[src/hw/rtl/snt_pkg.sv]
// ----------------------------------------------------------------------------
// Strongest-neighbour table package
// Shared types, constants and helpers for the neighbour table core.
// ----------------------------------------------------------------------------
`default_nettype none

package snt_pkg;

	localparam int SLOTS_DEF = 20;
	localparam int MAC_W     = 48;
	localparam int SLOT_W    = 5;

	// Result codes.
	typedef enum logic [2:0] {
		ST_OWNER   = 3'd0,
		ST_REFRESH = 3'd1,
		ST_KEPT    = 3'd2,
		ST_INSERT  = 3'd3,
		ST_REPLACE = 3'd4,
		ST_DROP    = 3'd5,
		ST_READ    = 3'd6
	} status_t;

	// Request kinds carried on the input user field.
	typedef enum logic {
		ACT_OBSERVE = 1'b0,
		ACT_READ    = 1'b1
	} action_t;

	typedef enum logic [2:0] {
		S_IDLE,
		S_DECIDE,
		S_RDWAIT,
		S_SCAN,
		S_FINISH
	} state_t;

	// One table entry; an all-zero entry is an empty slot.
	typedef struct packed {
		logic [MAC_W-1:0] mac;
		logic [7:0]       quality;
		logic signed [7:0] strength;
	} entry_t;

	// Result handed from the controller to the output register.
	typedef struct packed {
		logic [7:0]        quality;
		logic signed [7:0] strength;
		logic [MAC_W-1:0]  mac;
		logic              valid;
		logic [SLOT_W-1:0] slot;
		status_t           status;
	} res_t;

	function automatic res_t mk_res(status_t st, logic [SLOT_W-1:0] slot, entry_t e);
		res_t r;
		r.status   = st;
		r.slot     = slot;
		r.valid    = (e != '0);
		r.mac      = e.mac;
		r.strength = e.strength;
		r.quality  = e.quality;
		return r;
	endfunction

endpackage

`default_nettype wire

[src/hw/rtl/snt_mem.sv]
// ----------------------------------------------------------------------------
// Neighbour slot memory
// Single write, single read memory with registered read data and a valid bit
// per slot, so that a slot never written since reset reads as empty.
// ----------------------------------------------------------------------------
`default_nettype none

module snt_mem import snt_pkg::*; #(
	parameter int SLOTS = SLOTS_DEF,
	localparam int AW = $clog2(SLOTS)
) (
	input  wire logic          clk,
	input  wire logic          arst_n,
	input  wire logic          we,
	input  wire logic [AW-1:0] waddr,
	input  wire entry_t        wdata,
	input  wire logic [AW-1:0] raddr,
	output entry_t             rdata
);

	entry_t           mem_q [SLOTS];
	logic [SLOTS-1:0] valid_q;
	entry_t           rd_s1;
	logic             rvld_s1;

	always_ff @(posedge clk) begin
		if (we) begin
			mem_q[waddr] <= wdata;
		end
		rd_s1 <= mem_q[raddr];
	end

	always_ff @(posedge clk or negedge arst_n) begin
		if (!arst_n) begin
			valid_q <= '0;
			rvld_s1 <= 1'b0;
		end else begin
			if (we) begin
				valid_q[waddr] <= 1'b1;
			end
			rvld_s1 <= valid_q[raddr];
		end
	end

	assign rdata = rvld_s1 ? rd_s1 : entry_t'('0);

endmodule

`default_nettype wire

[src/hw/rtl/snt_ctrl.sv]
// ----------------------------------------------------------------------------
// Neighbour table controller
// Takes one request, walks the slot memory one slot a cycle and writes back
// the refreshed, inserted or replacing entry.
// ----------------------------------------------------------------------------
`default_nettype none

module snt_ctrl import snt_pkg::*; #(
	parameter int SLOTS = SLOTS_DEF,
	localparam int AW = $clog2(SLOTS)
) (
	input  wire logic              clk,
	input  wire logic              arst_n,
	input  wire logic [MAC_W-1:0]  owner_mac,
	input  wire logic              req_valid,
	output logic                   req_ready,
	input  wire action_t           action,
	input  wire logic [MAC_W-1:0]  station_mac,
	input  wire logic signed [7:0] strength,
	input  wire logic [7:0]        quality,
	input  wire logic [SLOT_W-1:0] slot_index,
	output logic                   res_valid,
	input  wire logic              res_ready,
	output res_t                   res,
	output logic                   mem_we,
	output logic [AW-1:0]          mem_waddr,
	output entry_t                 mem_wdata,
	output logic [AW-1:0]          mem_raddr,
	input  wire entry_t            mem_rdata
);

	localparam logic [AW-1:0] LAST = AW'(SLOTS - 1);

	state_t            state_q, state_d;
	action_t           act_q;
	logic [MAC_W-1:0]  mac_q;
	logic signed [7:0] str_q;
	logic [7:0]        qual_q;
	logic [SLOT_W-1:0] idx_q;
	res_t              res_q, res_d;

	logic [AW-1:0]     k_q;
	logic              iss_done_q;
	logic              chk_s1;
	logic [AW-1:0]     slot_s1;
	logic signed [7:0] min_q;
	logic [AW-1:0]     min_slot_q;

	entry_t            new_ent;
	logic              in_range;
	logic              occupied;
	logic              match;
	logic              lower;
	logic signed [7:0] cand_min;
	logic [AW-1:0]     cand_slot;

	assign new_ent   = '{mac: mac_q, quality: qual_q, strength: str_q};
	assign in_range  = (32'(idx_q) < SLOTS);
	assign occupied  = (mem_rdata != '0);
	assign match     = occupied && (mem_rdata.mac == mac_q);
	assign lower     = ($signed(mem_rdata.strength) < min_q);
	assign cand_min  = lower ? $signed(mem_rdata.strength) : min_q;
	assign cand_slot = lower ? slot_s1 : min_slot_q;
	assign mem_wdata = new_ent;
	assign res       = res_q;

	always_comb begin
		state_d   = state_q;
		res_d     = res_q;
		req_ready = 1'b0;
		res_valid = 1'b0;
		mem_we    = 1'b0;
		mem_waddr = slot_s1;
		mem_raddr = k_q;
		unique case (state_q)
			S_IDLE: begin
				req_ready = 1'b1;
				if (req_valid) begin
					state_d = S_DECIDE;
				end
			end
			S_DECIDE: begin
				if (act_q == ACT_READ) begin
					mem_raddr = in_range ? AW'(idx_q) : '0;
					state_d   = S_RDWAIT;
				end else if (mac_q == owner_mac) begin
					res_d   = mk_res(ST_OWNER, '0, '0);
					state_d = S_FINISH;
				end else if (mac_q == '0) begin
					res_d   = mk_res(ST_DROP, '0, '0);
					state_d = S_FINISH;
				end else begin
					state_d = S_SCAN;
				end
			end
			S_RDWAIT: begin
				res_d   = mk_res(ST_READ, idx_q, in_range ? mem_rdata : entry_t'('0));
				state_d = S_FINISH;
			end
			S_SCAN: begin
				if (chk_s1) begin
					if (match) begin
						if (str_q > $signed(mem_rdata.strength)) begin
							mem_we = 1'b1;
							res_d  = mk_res(ST_REFRESH, SLOT_W'(slot_s1), new_ent);
						end else begin
							res_d = mk_res(ST_KEPT, SLOT_W'(slot_s1), mem_rdata);
						end
						state_d = S_FINISH;
					end else if (!occupied) begin
						mem_we  = 1'b1;
						res_d   = mk_res(ST_INSERT, SLOT_W'(slot_s1), new_ent);
						state_d = S_FINISH;
					end else if (slot_s1 == LAST) begin
						// Table full: replace the first weakest entry if it is negative
						// and weaker than the new observation.
						if (cand_min < 0 && cand_min < str_q) begin
							mem_we    = 1'b1;
							mem_waddr = cand_slot;
							res_d     = mk_res(ST_REPLACE, SLOT_W'(cand_slot), new_ent);
						end else begin
							res_d = mk_res(ST_DROP, '0, '0);
						end
						state_d = S_FINISH;
					end
				end
			end
			S_FINISH: begin
				res_valid = 1'b1;
				if (res_ready) begin
					state_d = S_IDLE;
				end
			end
			default: begin
				state_d = S_IDLE;
			end
		endcase
	end

	always_ff @(posedge clk or negedge arst_n) begin
		if (!arst_n) begin
			state_q <= S_IDLE;
		end else begin
			state_q <= state_d;
		end
	end

	always_ff @(posedge clk) begin
		res_q <= res_d;
		if (state_q == S_IDLE && req_valid) begin
			act_q  <= action;
			mac_q  <= station_mac;
			str_q  <= strength;
			qual_q <= quality;
			idx_q  <= slot_index;
		end
	end

	always_ff @(posedge clk or negedge arst_n) begin
		if (!arst_n) begin
			k_q        <= '0;
			iss_done_q <= 1'b0;
			chk_s1     <= 1'b0;
			slot_s1    <= '0;
			min_q      <= '0;
			min_slot_q <= '0;
		end else if (state_q == S_DECIDE) begin
			k_q        <= '0;
			iss_done_q <= 1'b0;
			chk_s1     <= 1'b0;
			min_q      <= '0;
			min_slot_q <= '0;
		end else if (state_q == S_SCAN) begin
			chk_s1  <= !iss_done_q;
			slot_s1 <= k_q;
			if (!iss_done_q) begin
				k_q <= k_q + 1'b1;
				if (k_q == LAST) begin
					iss_done_q <= 1'b1;
				end
			end
			if (chk_s1 && occupied && !match) begin
				min_q      <= cand_min;
				min_slot_q <= cand_slot;
			end
		end else begin
			chk_s1 <= 1'b0;
		end
	end

endmodule

`default_nettype wire

[src/hw/rtl/strongest_neighbour_table_core.sv]
// ----------------------------------------------------------------------------
// Strongest-neighbour table core
// Table of neighbour stations keyed by MAC, kept in a slot memory.
// ----------------------------------------------------------------------------
// Usage. Requests enter on the s_ stream: s_tuser selects an observation (0)
// or a slot read (1), s_tdata carries the MAC, strength, quality and slot
// index. Every request yields exactly one result on the m_ stream, carrying
// a status code, the slot touched and the entry held in that slot afterwards.
// The owner MAC is to be written through the APB port while the block is idle.
//
// Timing. One request is handled at a time. A read passes the decide state,
// the slot memory's registered read and the result register; an owner or
// zero-MAC observation passes the decide state and the result register.
// Other observations walk the slot memory one slot per cycle through its
// single read port, the write-back sharing the cycle of the deciding
// comparison. The next request is taken once the output register holds the
// result. The block itself does not enforce the idle rule for owner writes.
//
// Reset clears the owner MAC and marks every slot empty at once through a
// valid bit per slot; no clearing pass is needed. When the receiver stalls,
// the result waits in the output register; one further request can be
// accepted and worked on, and the core then holds in its final state until
// the output register is free.
// ----------------------------------------------------------------------------
`default_nettype none

module strongest_neighbour_table_core import snt_pkg::*; #(
	parameter int SLOTS = SLOTS_DEF
) (
	input  wire logic        clk,
	input  wire logic        arst_n,
	// Request stream
	input  wire logic        s_tvalid,
	output logic             s_tready,
	// s_tdata, from bit 0: station_mac[47:0], strength[7:0], quality[7:0],
	// slot_index[4:0], zero fill
	input  wire logic [71:0] s_tdata,
	// s_tuser: action (0 observe, 1 read)
	input  wire logic        s_tuser,
	// Result stream
	output logic             m_tvalid,
	input  wire logic        m_tready,
	// m_tdata, from bit 0: status[2:0], slot_used[4:0], entry_valid,
	// entry_mac[47:0], entry_strength[7:0], entry_quality[7:0], zero fill
	output logic [79:0]      m_tdata,
	// Configuration port
	input  wire logic        psel,
	input  wire logic        penable,
	input  wire logic        pwrite,
	input  wire logic [3:0]  paddr,
	input  wire logic [63:0] pwdata,
	output logic [63:0]      prdata,
	output logic             pready
);

	localparam int AW = $clog2(SLOTS);

	// Only register: the owner MAC at byte address 0; bit 3 selects the
	// 8-byte register, higher indexes are not implemented.
	logic [MAC_W-1:0] owner_q;

	assign pready = 1'b1;
	assign prdata = (paddr[3] == 1'b0) ? {16'd0, owner_q} : 64'd0;

	always_ff @(posedge clk or negedge arst_n) begin
		if (!arst_n) begin
			owner_q <= '0;
		end else if (psel && penable && pwrite && pready && paddr[3] == 1'b0) begin
			owner_q <= pwdata[MAC_W-1:0];
		end
	end

	logic          res_valid;
	logic          res_ready;
	res_t          res;
	logic          mem_we;
	logic [AW-1:0] mem_waddr;
	entry_t        mem_wdata;
	logic [AW-1:0] mem_raddr;
	entry_t        mem_rdata;
	action_t       action;

	assign action = action_t'(s_tuser);

	snt_ctrl #(
		.SLOTS(SLOTS)
	) u_ctrl (
		.clk        (clk),
		.arst_n     (arst_n),
		.owner_mac  (owner_q),
		.req_valid  (s_tvalid),
		.req_ready  (s_tready),
		.action     (action),
		.station_mac(s_tdata[47:0]),
		.strength   (s_tdata[55:48]),
		.quality    (s_tdata[63:56]),
		.slot_index (s_tdata[68:64]),
		.res_valid  (res_valid),
		.res_ready  (res_ready),
		.res        (res),
		.mem_we     (mem_we),
		.mem_waddr  (mem_waddr),
		.mem_wdata  (mem_wdata),
		.mem_raddr  (mem_raddr),
		.mem_rdata  (mem_rdata)
	);

	snt_mem #(
		.SLOTS(SLOTS)
	) u_mem (
		.clk   (clk),
		.arst_n(arst_n),
		.we    (mem_we),
		.waddr (mem_waddr),
		.wdata (mem_wdata),
		.raddr (mem_raddr),
		.rdata (mem_rdata)
	);

	// Output register: decouples the controller from a stalling receiver.
	logic out_valid_q;
	res_t out_q;

	assign res_ready = !out_valid_q || m_tready;

	always_ff @(posedge clk or negedge arst_n) begin
		if (!arst_n) begin
			out_valid_q <= 1'b0;
		end else if (res_ready) begin
			out_valid_q <= res_valid;
		end
	end

	always_ff @(posedge clk) begin
		if (res_valid && res_ready) begin
			out_q <= res;
		end
	end

	assign m_tvalid = out_valid_q;
	assign m_tdata  = {7'd0, out_q};

endmodule

`default_nettype wire

[config.mk]
export PLATFORM = sky130hd
export DESIGN_NAME = strongest_neighbour_table_core
export DESIGN_NICKNAME = d
export VERILOG_FILES = /design/src/hw/rtl/snt_pkg.sv /design/src/hw/rtl/snt_mem.sv /design/src/hw/rtl/snt_ctrl.sv /design/src/hw/rtl/strongest_neighbour_table_core.sv
export SDC_FILE = /design/constraint.sdc
export NUM_CORES = 2
export LEC_CHECK = 0
export BUFFER_PORTS_ARGS = -buffer_cell sky130_fd_sc_hd__buf_2
export CAP_MARGIN = 20
export CORE_MARGIN = 3
export CORE_UTILIZATION = 36
export CTS_CLUSTER_DIAMETER = 50
export DETAILED_ROUTE_END_ITERATION = 8
export PLACE_DENSITY_LB_ADDON = 0.15
export SETUP_SLACK_MARGIN = 0.02
export SYNTH_ARGS = -nofsm -noshare
export SYNTH_HDL_FRONTEND = slang
export SYNTH_SLANG_ARGS = --single-unit
[constraint.sdc]
create_clock -name clk -period 18.4 [get_ports clk]
set_input_delay 1.84 -clock clk [delete_from_list [all_inputs] [get_ports clk]]
set_output_delay 1.84 -clock clk [all_outputs]
set_load 0.1 [all_outputs]
==> results.json <==
{
  "status": "finished, final reports clean",
  "hold_buffers": 0,
  "ys_ff_latch": 1658,
  "ant_nets": 0,
  "pwr-share-seq_pct": 40.8,
  "critPathKind": "reg2reg",
  "synth_ff_type": "edfxtp_1",
  "die_w_microns": 435,
  "p_int_mw": 7.63,
  "final_common_cell": "edfxtp_1",
  "min_period_ns": 7.65,
  "tns_ns": 0,
  "core_sq_um": 182000,
  "wl_microns": 206000,
  "synthDistinctLibCells": 73,
  "end_kind": "flip-flop",
  "cap_violations": 0,
  "dr.pass1.iters": 5,
  "grt-ovfl-total": 0,
  "netlist_instances": 4976,
  "cts_sinks": 1658,
  "slowest_stage": "nor2_4",
  "drc": 0,
  "cts_resized": 0,
  "fillers": 16700,
  "crit_path_max_fanout": 74,
  "syn-cell-area_sq_um": 66400,
  "post-cts-setup-buffers": 0,
  "viasPerCell": 5.37,
  "cts_max_level": 4,
  "fmax_ghz": 0.131,
  "cts-root-buf": "clkbuf_16",
  "antenna_found_initial": 5,
  "via_count": 42300,
  "ios": 295,
  "cts_tree": "built",
  "worst_pin_slew_ns": 1.23,
  "cp_cell_sequence": "buf_4, nand2_1, inv_1, ha_1, and4_1, nand4_1, o31ai_2, mux2_2, o21ai_0, ha_1, mux2_2, o21ai_0, a211oi_1, mux2i_1, o211ai_2, nand4b_1, buf_4, nor2_4, buf_4, buf_4",
  "power_leakage_nw": 27.0,
  "p_sw_share_pct": 35.0,
  "track_usage_pct": 21.2,
  "clock_skew_ns": 0.0374,
  "placed_area_sq_um": 70700,
  "rows": 156,
  "drv_slew": 0,
  "synth_area_per_cell_sq_um": 13.3,
  "crit_top_cell": "buf_4",
  "post_drt_wl_per_cell_microns": 26.2,
  "pwr-share-clk_pct": 33.3,
  "nets": 5417,
  "clkTransAtPathRegs_ns": 0.06,
  "cp_data_required_time_ns": 18.84,
  "portBuffers": 248,
  "syn2layout_area_growth_pct": 16.5,
  "critPathBufInv": 5,
  "gp_congestion": 0.794,
  "grt_max_degree": 152,
  "finalSetupViolCount": 0,
  "synthArstFlopShare_pct": 5.91,
  "p_comb_share_pct": 25.9,
  "finalHoldViolations": 0,
  "maxSlewHeadroom_pct": 17.5,
  "p_sw_mw": 4.10,
  "drive_above_1_share_pct": 14.6,
  "grt_pass1_vias": 40800,
  "cts.path.max_buffers": 3,
  "period_share_pct": 41.6,
  "die_y_microns": 435,
  "powerDensity_nw_per_um2": 152,
  "synth_enable_flop_cells": 1496,
  "synth_warnings": 0,
  "dieArea_sq_um": 189000,
  "grt_pass1_wl_microns": 295000,
  "clk_latency_ns": 0.83,
  "drt_iter0_drc": 4077,
  "final_area_sq_um": 77300,
  "start_util_pct": 36.5,
  "mostFrequentLayoutCells": "edfxtp_1 (1,496), nand2_1 (1,363), nand3_1 (332), buf_2 (247), and3_1 (197)",
  "rsz0062_at_grt": "no",
  "numCtsBuffers": 195,
  "ys_seq_area_share_pct": 73.3,
  "cpLargestDelayFamily": "buffers and inverters",
  "hpwl_microns": 114000,
  "ir_worst_vdd_mv": 0.127,
  "worst_hold_path_type": "reg2reg",
  "cp-start-kind": "flip-flop",
  "cp.arrival_ns": 8.09,
  "max_stage_delay_ns": 0.82
}
==> Yosys cell counts, drive strengths merged (8+ instances only) <==
master / n / area, sq um
nor2: 63 / 236
nand2: 1366 / 5130
nand4: 32 / 206
nor2b: 54 / 338
xnor2: 18 / 158
o2bb2ai: 10 / 87.6
a22oi: 13 / 97.6
nand3: 333 / 1670
a211oi: 72 / 541
dfrtp: 98 / 2450
nand2b: 9 / 56.3
o31ai: 77 / 583
buf: 124 / 682
edfxtp: 1496 / 44900
ha: 21 / 263
mux2: 51 / 574
o21ai: 51 / 255
o21bai: 11 / 82.6
and2: 8 / 50.1
a31oi: 71 / 450
inv: 41 / 154
clkbuf: 222 / 835
dfxtp: 64 / 1280
a311oi: 195 / 1710
nor4: 41 / 282
and3: 199 / 1240
xor2: 56 / 490
a22o: 65 / 569
nor4bb: 19 / 190
nor3: 16 / 80.1
==> flip-flops by register name, summed over array words and instances, names as in the netlist, 20 cells and up <==
name	flops
u_mem.valid_q	20
u_ctrl.res	73
u_mem.mem_q	1280
u_mem.rd_s1	64
u_ctrl.mac_q	48
m_tdata	73
owner_q	48
==> power groups by stage <==
| stage | registers [mW] | logic (mW) | clock network (mW) |
|---|---|---|---|
| after floorplan | 5.07 | 1.76 | 0 |
| after global placement | 4.86 | 3.05 | 0 |
| after detailed placement | 4.87 | 3.06 | 0 |
| after CTS | 4.79 | 3.07 | 3.98 |
| after global routing | 4.81 | 3.29 | 4.13 |
| final | 4.79 | 3.04 | 3.90 |
==> area by class of cell <==
cell class	instances	area [sq um]	area share, %
well taps	2449	3060	3.97
repair buffers	399	2510	3.25
clock inverters	96	1220	1.58
clock buffers	272	5330	6.90
inverters	41	154	0.199
flip-flops and latches	1658	48700	63.0
multi-input cells	2953	16300	21.1
diodes	2	5.00	0.00648
==> layer usage <==
layer / vias to the layer above / routed length (microns) / global-route usage [%]
met5: - / 0 / 0
met3: 324 / 10400 / 2.71
met2: 1331 / 99400 / 34.9
li1: 19100 / - / -
met1: 21500 / 87900 / 28.5
met4: 0 / 8240 / 8.36
==> metrics by stage <==
stage / std cells / setup WS, ns / hold slack, ns / utilization, % / power, mW
final: 7870 / 10.75 / 0.415 / 42.5 / 11.7
after global routing: 7869 / 10.28 / 0.425 / 42.5 / 12.2
after CTS: 7867 / 10.73 / 0.419 / 42.5 / 11.8
after detailed placement: 7499 / 10.79 / 0.405 / 38.9 / 7.93
after global placement: 7498 / 10.74 / 0.406 / 38.9 / 7.91
after floorplan: 4998 / 8.73 / 0.400 / - / 6.82
==> worst paths after layout <==
kind                                          start                           end  slack [ns]  cells past startpoint
min in group asynchronous                    arst_n       owner_q[39]$_DFFE_PN0P_        1.08                      1
setup reg to reg            u_mem.rvld_s1$_DFF_PN0_  u_mem.mem_q[3][17]$_DFFE_PP_       10.75                     20
hold / removal             u_ctrl.res[13]$_DFFE_PP_         m_tdata[13]$_DFFE_PP_        0.42                      0
setup / recovery            u_mem.rvld_s1$_DFF_PN0_  u_mem.mem_q[3][17]$_DFFE_PP_       10.75                     20
max in group asynchronous                    arst_n        owner_q[7]$_DFFE_PN0P_       15.90                      2
hold reg to reg            u_ctrl.res[13]$_DFFE_PP_         m_tdata[13]$_DFFE_PP_        0.42                      0
==> cell families after synthesis <==
| family | synth area share (%) |
|---|---|
| other | 0.0113 |
| multiplexers | 0.911 |
| AND/OR/NAND/NOR | 14.6 |
| adder cells (fa/ha/maj) | 0.396 |
| XOR/XNOR | 0.977 |
| buffers and inverters | 2.52 |
| flip-flops | 73.3 |
| AO/OA/AOI/OAI | 7.27 |
==> worst register-to-register path: cells and delay by family, from the launching register on <==
family | cells | cell delay [ns]
AND/OR/NAND/NOR | 5 | 1.69
AO/OA/AOI/OAI | 5 | 1.50
adder cells (fa/ha/maj) | 2 | 0.47
buffers and inverters | 5 | 2.17
flip-flops | 1 | 0.34
multiplexers | 3 | 1.07
(Power assumes the default switching activity.)
